**src/hdl/escape_time_fractal_iteration_assert.svh**
```systemverilog
// Assertion macros shared by the escape-time iteration RTL
`ifndef ESCAPE_TIME_FRACTAL_ITERATION_ASSERT_SVH
`define ESCAPE_TIME_FRACTAL_ITERATION_ASSERT_SVH
`ifndef SYNTHESIS
`define ETF_ASSERT(name, clk, rst_n, prop) \
  name: assert property (@(posedge clk) disable iff (!rst_n) (prop)) \
    else $error("%m: assertion failed");
`define ETF_ASSERT_ALWAYS(name, clk, prop) \
  name: assert property (@(posedge clk) (prop)) \
    else $error("%m: assertion failed");
`else
`define ETF_ASSERT(name, clk, rst_n, prop)
`define ETF_ASSERT_ALWAYS(name, clk, prop)
`endif
`endif

```
**src/hdl/etf_pkg.sv**
```systemverilog
// Shared constants and types of the escape-time iteration block
package etf_pkg;

  localparam int COORD_WIDTH     = 32;
  localparam int FRAC_BITS       = 28;
  localparam int LIMIT_WIDTH     = 3;
  localparam int COUNT_WIDTH     = 12;
  localparam int RING_DEPTH      = 3;
  localparam int TAG_WIDTH       = $clog2(RING_DEPTH);
  localparam int CFG_ADDR_WIDTH  = 1;
  localparam int CFG_DATA_WIDTH  = 12;
  localparam int OUT_TDATA_WIDTH = ((COUNT_WIDTH + 7) / 8) * 8;

  localparam logic [CFG_ADDR_WIDTH-1:0] CFG_ESCAPE_LIMIT   = 1'd0;
  localparam logic [CFG_ADDR_WIDTH-1:0] CFG_MAX_ITERATIONS = 1'd1;

  localparam logic [LIMIT_WIDTH-1:0] LIMIT_RESET    = 3'd1;
  localparam logic [COUNT_WIDTH-1:0] MAX_ITER_RESET = 12'd127;

  // Control of one ring slot: done slots keep circulating until they retire in order
  typedef struct packed {
    logic                   valid;
    logic                   done;
    logic [TAG_WIDTH-1:0]   tag;
    logic [COUNT_WIDTH-1:0] count;
  } slot_ctrl_t;

endpackage

```
**src/hdl/etf_update_stage.sv**
```systemverilog
// Ring stage three: new z from the products, rescale and range check
module etf_update_stage #(
  parameter int COORD_WIDTH = etf_pkg::COORD_WIDTH,
  parameter int FRAC_BITS   = etf_pkg::FRAC_BITS
) (
  input  logic                            clk_i,
  input  logic                            rst_ni,
  input  etf_pkg::slot_ctrl_t             ctrl_i,
  input  logic signed [COORD_WIDTH-1:0]   c_re_i,
  input  logic signed [COORD_WIDTH-1:0]   c_im_i,
  input  logic signed [2*COORD_WIDTH-1:0] p_re_i,
  input  logic signed [2*COORD_WIDTH-1:0] p_im_i,
  input  logic signed [2*COORD_WIDTH-1:0] p_cross_i,
  output etf_pkg::slot_ctrl_t             ctrl_o,
  output logic signed [COORD_WIDTH-1:0]   c_re_o,
  output logic signed [COORD_WIDTH-1:0]   c_im_o,
  output logic signed [COORD_WIDTH-1:0]   z_re_o,
  output logic signed [COORD_WIDTH-1:0]   z_im_o
);

  logic signed [2*COORD_WIDTH:0]    re_full, im_full, re_sh, im_sh;
  logic        [COORD_WIDTH+1:0]    re_top, im_top;
  logic                             fits;
  etf_pkg::slot_ctrl_t              ctrl_d;

  etf_pkg::slot_ctrl_t              ctrl_q;
  logic signed [COORD_WIDTH-1:0]    c_re_q, c_im_q, z_re_q, z_im_q;

  assign re_full = $signed({p_re_i[2*COORD_WIDTH-1], p_re_i}) -
                   $signed({p_im_i[2*COORD_WIDTH-1], p_im_i});
  assign im_full = $signed({p_cross_i, 1'b0});
  // floor division by 2^FRAC_BITS
  assign re_sh   = re_full >>> FRAC_BITS;
  assign im_sh   = im_full >>> FRAC_BITS;
  assign re_top  = re_sh[2*COORD_WIDTH:COORD_WIDTH-1];
  assign im_top  = im_sh[2*COORD_WIDTH:COORD_WIDTH-1];
  assign fits    = ((&re_top) || (~|re_top)) && ((&im_top) || (~|im_top));

  always_comb begin
    ctrl_d = ctrl_i;
    if (ctrl_i.valid && !ctrl_i.done && !fits) begin
      ctrl_d.done = 1'b1;
    end
  end

  always_ff @(posedge clk_i or negedge rst_ni) begin
    if (!rst_ni) begin
      ctrl_q <= '0;
    end else begin
      ctrl_q <= ctrl_d;
    end
  end

  always_ff @(posedge clk_i) begin
    c_re_q <= c_re_i;
    c_im_q <= c_im_i;
    z_re_q <= re_sh[COORD_WIDTH-1:0];
    z_im_q <= im_sh[COORD_WIDTH-1:0];
  end

  assign ctrl_o = ctrl_q;
  assign c_re_o = c_re_q;
  assign c_im_o = c_im_q;
  assign z_re_o = z_re_q;
  assign z_im_o = z_im_q;

endmodule

```
**config.mk**
```make
export PLATFORM = sky130hd
export DESIGN_NAME = etf_update_stage
export DESIGN_NICKNAME = d
export VERILOG_FILES = /design/src/hdl/escape_time_fractal_iteration_assert.svh /design/src/hdl/etf_pkg.sv /design/src/hdl/etf_update_stage.sv
export SDC_FILE = /design/constraint.sdc
export NUM_CORES = 1
export LEC_CHECK = 0
export BUFFER_PORTS_ARGS = -buffer_cell sky130_fd_sc_hd__buf_2
export CORE_AREA = 3 3 160 162
export CTS_BUF_LIST = sky130_fd_sc_hd__clkbuf_4 sky130_fd_sc_hd__clkbuf_8 sky130_fd_sc_hd__clkbuf_16
export CTS_CLUSTER_DIAMETER = 100
export DETAILED_ROUTE_END_ITERATION = 16
export DIE_AREA = 0 0 163 165
export SYNTH_ARGS = -nofsm -noshare
export SYNTH_HDL_FRONTEND = slang
export SYNTH_SLANG_ARGS = --single-unit
```
**constraint.sdc**
```tcl
create_clock -name clk_i -period 0.8 [get_ports clk_i]
set_clock_uncertainty 0.05 [all_clocks]
set_input_delay 0.04 -clock clk_i [delete_from_list [all_inputs] [get_ports clk_i]]
set_output_delay 0.04 -clock clk_i [all_outputs]
set_load 0.005 [all_outputs]
```
==> impl_metrics.csv, run 1 <==
group,metric,value,unit
outcome,violations,"negative setup slack",
power_and_ir_drop,ir_drop,1019,µV
logic_synthesis,netlist_area,0.006646,mm²
layout,layout_common_cells,"buf_2 (312), buf_4 (203), dlygate4sd3_1 (113), buf_6 (100), dfxtp_1 (65)",
logic_synthesis,synthXorXnorAreaFrac,0.04725,
logic_synthesis,synth_compound_area_frac,0.2110,
placement,dp_cells,1610,
placement,dp_slack,-2.200,ns
layout,fillers,2047,
detailed_routing,routed_wl,29510,µm
layout,area_delta_synth_final,113.5,%
die,io_pins,418,
worst_setup_path,endpoint_kind,"register",
logic_synthesis,post_synth_fa_ha_maj_area_fraction,0.1186,
sta,hold_ws,0.02777,ns
sta,grt_setup_unrepaired,"true",
sta,post-route-period-util,3.098,
detailed_routing,drc,0,
clocking,numClockSinks,144,
layout,final_common_cell,"buf_2",
logic_synthesis,synthesis.nets,1048,
grt,antenna_found_initial,3,
power_and_ir_drop,p_leak,6.848,nW
grt,grt-ovfl-total,0,
layout,final_cells,1792,
die,die_y,165,µm
worst_setup_path,crit_required,1.02,ns
clocking,clock-root-buffer,"clkbuf_16",
die,start_util,0.2741,
layout,seq_area,0.003042,mm²
sta,drv_slew,0,
layout,drive_gt1_frac,0.5980,
logic_synthesis,postSynth.asyncResetShare,0.1111,
worst_setup_path,slowest_stage,"a2111oi_4",
logic_synthesis,synth_seq_cells,144,
logic_synthesis,synthSimpleGateAreaFrac,0.1220,
grt,grt_max_degree,19,
logic_synthesis,synth_top_family_by_area,"compound AO/OA/AOI/OAI gates",
sta,hold_violations,0,
worst_setup_path,crit_chain,"buf_6, ha_4, a2111oi_4, o31ai_4, o211ai_2, a2111oi_4, a21oi_4, o31ai_4, a21oi_2, buf_4, o211a_1, a31oi_1, nor4_1, a311oi_1",
grt,grt_pass1_vias,8276,
clocking,cts_made_buffers,17,
run,max-cap-violations,0,
logic_synthesis,ys_warn_count,0,
worst_setup_path,cp_max_fo,8,
logic_synthesis,yosys-mux-area-fraction,0,
layout,design_area,0.01419,mm²
logic_synthesis,yosysSeqAreaShare,0.4458,
detailed_routing,vias_per_cell,4.556,
logic_synthesis,syn_avg_cell_area,9.348,µm²
logic_synthesis,synthFlopType,"dfxtp_1",
outcome,status,"finished, violations left",
die,num_rows,57,
logic_synthesis,synth_cell_types,62,
worst_setup_path,cp_slowest_stage_delay,0.45,ns
layout,fin_nets,1789,
placement,portBuffers,390,
placement,gp_congestion,0.8400,
logic_synthesis,synth_edf_count,0,
clocking,htreeDepth,4,
sta,fin_crit,2.479,ns
detailed_routing,vias,8165,
worst_setup_path,crit_arrival,2.70,ns
sta,fin_ws,-1.679,ns
worst_setup_path,startpoint_type,"input pin",
sta,tightest_slew,0.5544,ns
power_and_ir_drop,powerDensity,1707,mW/mm²
sta,relSlewSlack,0.6304,
sta,clock.fmax,403.5,MHz
clocking,clockBufferDepth,2,
grt,grt_pass1_wl,42540,µm
detailed_routing,antenna_left,0,
grt,grt_usage,0.1994,
sta,final-setup-viol-count,177,
clocking,clk_pin_slew,0.08,ns
power_and_ir_drop,fin_total_pwr,24.22,mW
detailed_routing,wl_per_cell,16.47,µm
die,die_w,163,µm
hold_path,holdCritPathClass,"in2reg",
placement,dp_hpwl,21320,µm
detailed_routing,firstDrtPassIters,4,
placement,placed_cell_area,0.01090,mm²
worst_setup_path,crit_type,"in2reg",
detailed_routing,drtIter0Drc,365,
clocking,cts_tree,"built",
die,core,0.02425,mm²
layout,multiInputGateArea,0.004343,mm²
die,dieArea,0.02690,mm²
logic_synthesis,synthCells,711,
## metal layers
metal  vias to the layer above  routed length [µm]  GRT usage
li1                       4007                   -          -
met1                      3816               11690     0.2333
met2                       275               15350     0.3630
met3                        67                1454    0.03261
met4                         0                1019    0.07920
met5                         -                   0          0
## flip-flops by register name (all words and copies together), names as in the netlist
register,count
c_im_o,32
c_re_o,32
z_im_o,32
z_re_o,32
ctrl_o,16
## worst paths after layout
kind                       startpoint                    to  slack [ns]  cells past startpoint
min in group asynchronous      rst_ni   ctrl_o[8]$_DFF_PN0_        0.05                      2
hold / removal             p_re_i[46]    z_re_o[18]$_DFF_P_        0.03                      4
max in group asynchronous      rst_ni  ctrl_o[14]$_DFF_PN0_        0.36                      2
setup / recovery           p_re_i[23]  ctrl_o[14]$_DFF_PN0_       -1.68                     14
## through the flow
step	utilization	setup TNS [ns]
6_report	0.5851	-58.15
2_1_floorplan	-	-37.18
3_5_place_dp	0.4494	-53.84
4_1_cts	0.5574	-56.92
3_3_place_gp	0.4494	-53.19
5_1_grt	0.5851	-65.63
## repair_timing
action	in CTS	in global routing
setup endpoints to repair	177	177
endpoints found under the hold margin	128	0
buffers inserted	22	16
resized for setup	160	140
hold buffers	113	0
pin swaps	50	47
## report_power, final
group / switching (mW) / internal (mW)
Clock: 3.84 / 4.27
Sequential: 0.270 / 7.94
Combinational: 3.45 / 4.45
Total: 7.56 / 16.7
## worst max-delay path: cells and delay by family
family                     cells  cell delay (ns)
AOI/OAI and AO/OA             10             1.85
adders and majority gates      1             0.28
buffers and inverters          2             0.25
and+or+nand+nor                1             0.28
## Yosys cell counts (3+ instances only)
master / number / area share
dfxtp_1: 128 / 0.39
inv_1: 86 / 0.049
a21oi_1: 70 / 0.053
ha_1: 63 / 0.12
nand2_1: 59 / 0.033
o21ai_0: 29 / 0.022
nor2_1: 26 / 0.015
nand3_1: 25 / 0.019
xnor2_1: 23 / 0.030
a21o_1: 16 / 0.018
dfrtp_1: 16 / 0.060
nand4_1: 16 / 0.015
o21bai_1: 12 / 0.014
xor2_1: 11 / 0.014
o21a_1: 9 / 0.010
clkbuf_1: 8 / 0.0045
a211oi_1: 7 / 0.0079
a31oi_1: 7 / 0.0066
nor3_1: 7 / 0.0053
o211ai_1: 7 / 0.0079
o21ai_1: 7 / 0.0053
a21oi_2: 5 / 0.0066
nor2b_1: 5 / 0.0047
nor4_1: 5 / 0.0047
a2111oi_2: 4 / 0.0090
and3_1: 4 / 0.0038
a2111oi_0: 3 / 0.0040
a211o_1: 3 / 0.0040
and4_1: 3 / 0.0040
o221ai_1: 3 / 0.0040
o22ai_1: 3 / 0.0028
## area by class of cell
class                      instances  area share
antenna                            3   0.0005291
inverter                          86     0.02628
clock buffer                      17     0.02998
sequential                       144      0.2144
tap                              324     0.02857
timing repair buffer             732      0.3808
clock inverter                    15     0.01332
multi-input combinational        471      0.3061
## kinds of logic after synthesis
family / count (synthesis)
DFF: 144
AOI/OAI and AO/OA: 207
buffers and inverters: 96
xor gates and xnor gates: 35
and+or+nand+nor: 166
adders and majority gates: 63
Note: power is estimated with default switching activity, not from simulation.
==> run 2, diff against run 1 <==
- CORE_AREA: 3 3 160 162 -> 2 2 164 166
- DIE_AREA: 0 0 163 165 -> 0 0 166 168
- clock period: 0.8 -> 2.2 ns (I/O delays scaled with it)
==> run 2 against run 1 <==
Against the previous run: the run still ends with negative setup slack left; die area rose by 3.7%; worst setup slack improved by 1.4 ns; power fell by 65%; sequential power fell by 64%; combinational power fell by 68%; first-iteration DRC count rose by 2.7%; global-route usage fell by 0.65 points; non-clock buffer count fell by 29; flip-flop and latch count did not move; cell count fell by 0.73%; utilization fell by 8.9 points.
==> impl_metrics.csv, run 2 (same netlist as run 1, synthesis figures left out) <==
group,metric,value,unit
layout,area_delta_synth_final,96.76,%
die,start_util,0.2522,
clocking,numClockSinks,144,
grt,grt_pass1_vias,8074,
detailed_routing,vias,7968,
layout,layout_common_cells,"buf_2 (375), buf_4 (191), dfxtp_1 (128), dlygate4sd3_1 (113), inv_1 (73)",
layout,drive_gt1_frac,0.5077,
sta,tightest_slew,0.4266,ns
layout,fin_nets,1760,
sta,final-setup-viol-count,9,
placement,dp_hpwl,21290,µm
worst_setup_path,crit_type,"in2reg",
sta,post-route-period-util,1.128,
die,dieArea,0.02789,mm²
placement,portBuffers,390,
worst_setup_path,crit_required,2.45,ns
sta,grt_setup_unrepaired,"true",
detailed_routing,routed.top_layer,"met4",
clocking,clk_pin_slew,0.08,ns
sta,fin_crit,2.481,ns
layout,final_cells,1779,
clocking,cts_tree,"built",
die,num_rows,60,
die,die_w,166,µm
outcome,status,"finished, violations left",
worst_setup_path,startpoint_type,"input pin",
die,io_pins,418,
grt,antenna_found_initial,2,
power_and_ir_drop,p_leak,6.456,nW
layout,final_common_cell,"buf_2",
detailed_routing,drc,0,
placement,dp_slack,-0.9030,ns
power_and_ir_drop,fin_total_pwr,8.448,mW
worst_setup_path,path_buf_inv,3,
placement,gp_congestion,0.8835,
hold_path,holdCritPathClass,"in2async",
worst_setup_path,cp_max_fo,4,
sta,fin_ws,-0.2807,ns
sta,clock.fmax,403.1,MHz
worst_setup_path,cp_slowest_stage_delay,0.35,ns
grt,grt_pass1_wl,42580,µm
worst_setup_path,crit_family,"compound AO/OA/AOI/OAI gates",
detailed_routing,met2WireLength,14200,µm
clocking,cts_made_buffers,17,
power_and_ir_drop,ir_drop,520.4,µV
grt,grt_max_degree,19,
run,max-cap-violations,0,
sta,hold_violations,0,
worst_setup_path,slowest_stage,"a2111oi_4",
die,core,0.02635,mm²
worst_setup_path,crit_arrival,2.73,ns
clocking,htreeDepth,4,
detailed_routing,antenna_left,0,
die,die_y,168,µm
sta,relSlewSlack,0.7156,
placement,dp_cells,1616,
sta,drv_slew,0,
detailed_routing,vias_per_cell,4.479,
clocking,clockBufferDepth,2,
detailed_routing,firstDrtPassIters,4,
worst_setup_path,endpoint_kind,"register",
outcome,violations,"negative setup slack",
clocking,clock-root-buffer,"clkbuf_16",
detailed_routing,met1_length,11440,µm
detailed_routing,routed_wl,27850,µm
worst_setup_path,cpMostUsedCell,"a2111oi_4",
detailed_routing,drtIter0Drc,375,
power_and_ir_drop,powerDensity,646.0,mW/mm²
worst_setup_path,crit_chain,"buf_8, inv_12, ha_4, and3_4, and2b_1, a221oi_2, o21ai_4, a2111oi_4, buf_4, nand2b_4, a2111oi_4, o211ai_1, nand3_1, nor4_2, a311oi_1",
grt,grt-ovfl-total,0,
detailed_routing,wl_per_cell,15.66,µm
detailed_routing,met3WireLength,1369,µm
grt,grt_usage,0.1930,
run 2: changes by cell type in the layout (fill, tap and decap cells not counted), moves of 8 or more:
cell / before / now
a21oi_1: 52 / 60
buf_2: 312 / 375
buf_4: 203 / 191
buf_6: 100 / 21
dfxtp_1: 65 / 128
dfxtp_2: 63 / 0
inv_1: 63 / 73
run 2: how the worst max path moves through the flow:
| stage | start | endpoint | cells after the start |
|---|---|---|---|
| CTS | p_re_i[13] | ctrl_o[14]$_DFF_PN0_ | 15 |
| global route | p_im_i[10] | ctrl_o[14]$_DFF_PN0_ | 15 |
| floorplan | p_im_i[28] | ctrl_o[14]$_DFF_PN0_ | 13 |
| detailed placement | p_re_i[9] | ctrl_o[14]$_DFF_PN0_ | 12 |
| finish | p_im_i[10] | ctrl_o[14]$_DFF_PN0_ | 15 |
| global placement | p_re_i[23] | ctrl_o[14]$_DFF_PN0_ | 14 |
run 2: repair_timing:
| item | 4_1_cts | 5_1_grt |
|---|---|---|
| gates resized for setup | 73 | 38 |
| hold buffers | 112 | 1 |
| pin swaps | 25 | 32 |
| gates cloned | 0 | 0 |
| endpoints found under the setup margin | 15 | 15 |
| buffers inserted | 14 | 6 |
| endpoints found under the hold margin | 127 | 1 |
run 2: report_power, final:
| group | internal [mW] | switching (mW) |
|---|---|---|
| logic | 1.37 | 1.15 |
| registers | 2.86 | 0.0756 |
| clock network | 1.55 | 1.45 |
| total | 5.77 | 2.67 |
run 2: layout make-up:
type / instances / area (µm²)
Fill cell: 2380 / 13270
Timing Repair Buffer: 703 / 4728
Multi-Input combinational cell: 471 / 3993
Sequential cell: 144 / 2963
Tap cell: 341 / 426.7
Clock buffer: 17 / 425.4
Inverter: 86 / 342.8
Clock inverter: 15 / 193.9
Antenna cell: 2 / 5.005
run 2: per-layer routing:
metal / up-vias / global-route usage
li1: 3951 / -
met1: 3678 / 0.2260
met2: 295 / 0.3469
met3: 44 / 0.03456
met4: 0 / 0.08129
met5: - / 0
run 2: stage by stage:
stage / hold slack [ns] / TNS [ns] / instance area (µm²) / utilization
2_1_floorplan: -0.2356 / -0.7825 / 6933 / -
3_3_place_gp: 0.001578 / -12.10 / 10640 / 0.4038
3_5_place_dp: 0.007701 / -12.46 / 10640 / 0.4038
4_1_cts: 0.004976 / -0.8180 / 12850 / 0.4875
5_1_grt: 0.09240 / -2.125 / 13080 / 0.4963
6_report: 0.07915 / -1.102 / 13080 / 0.4963
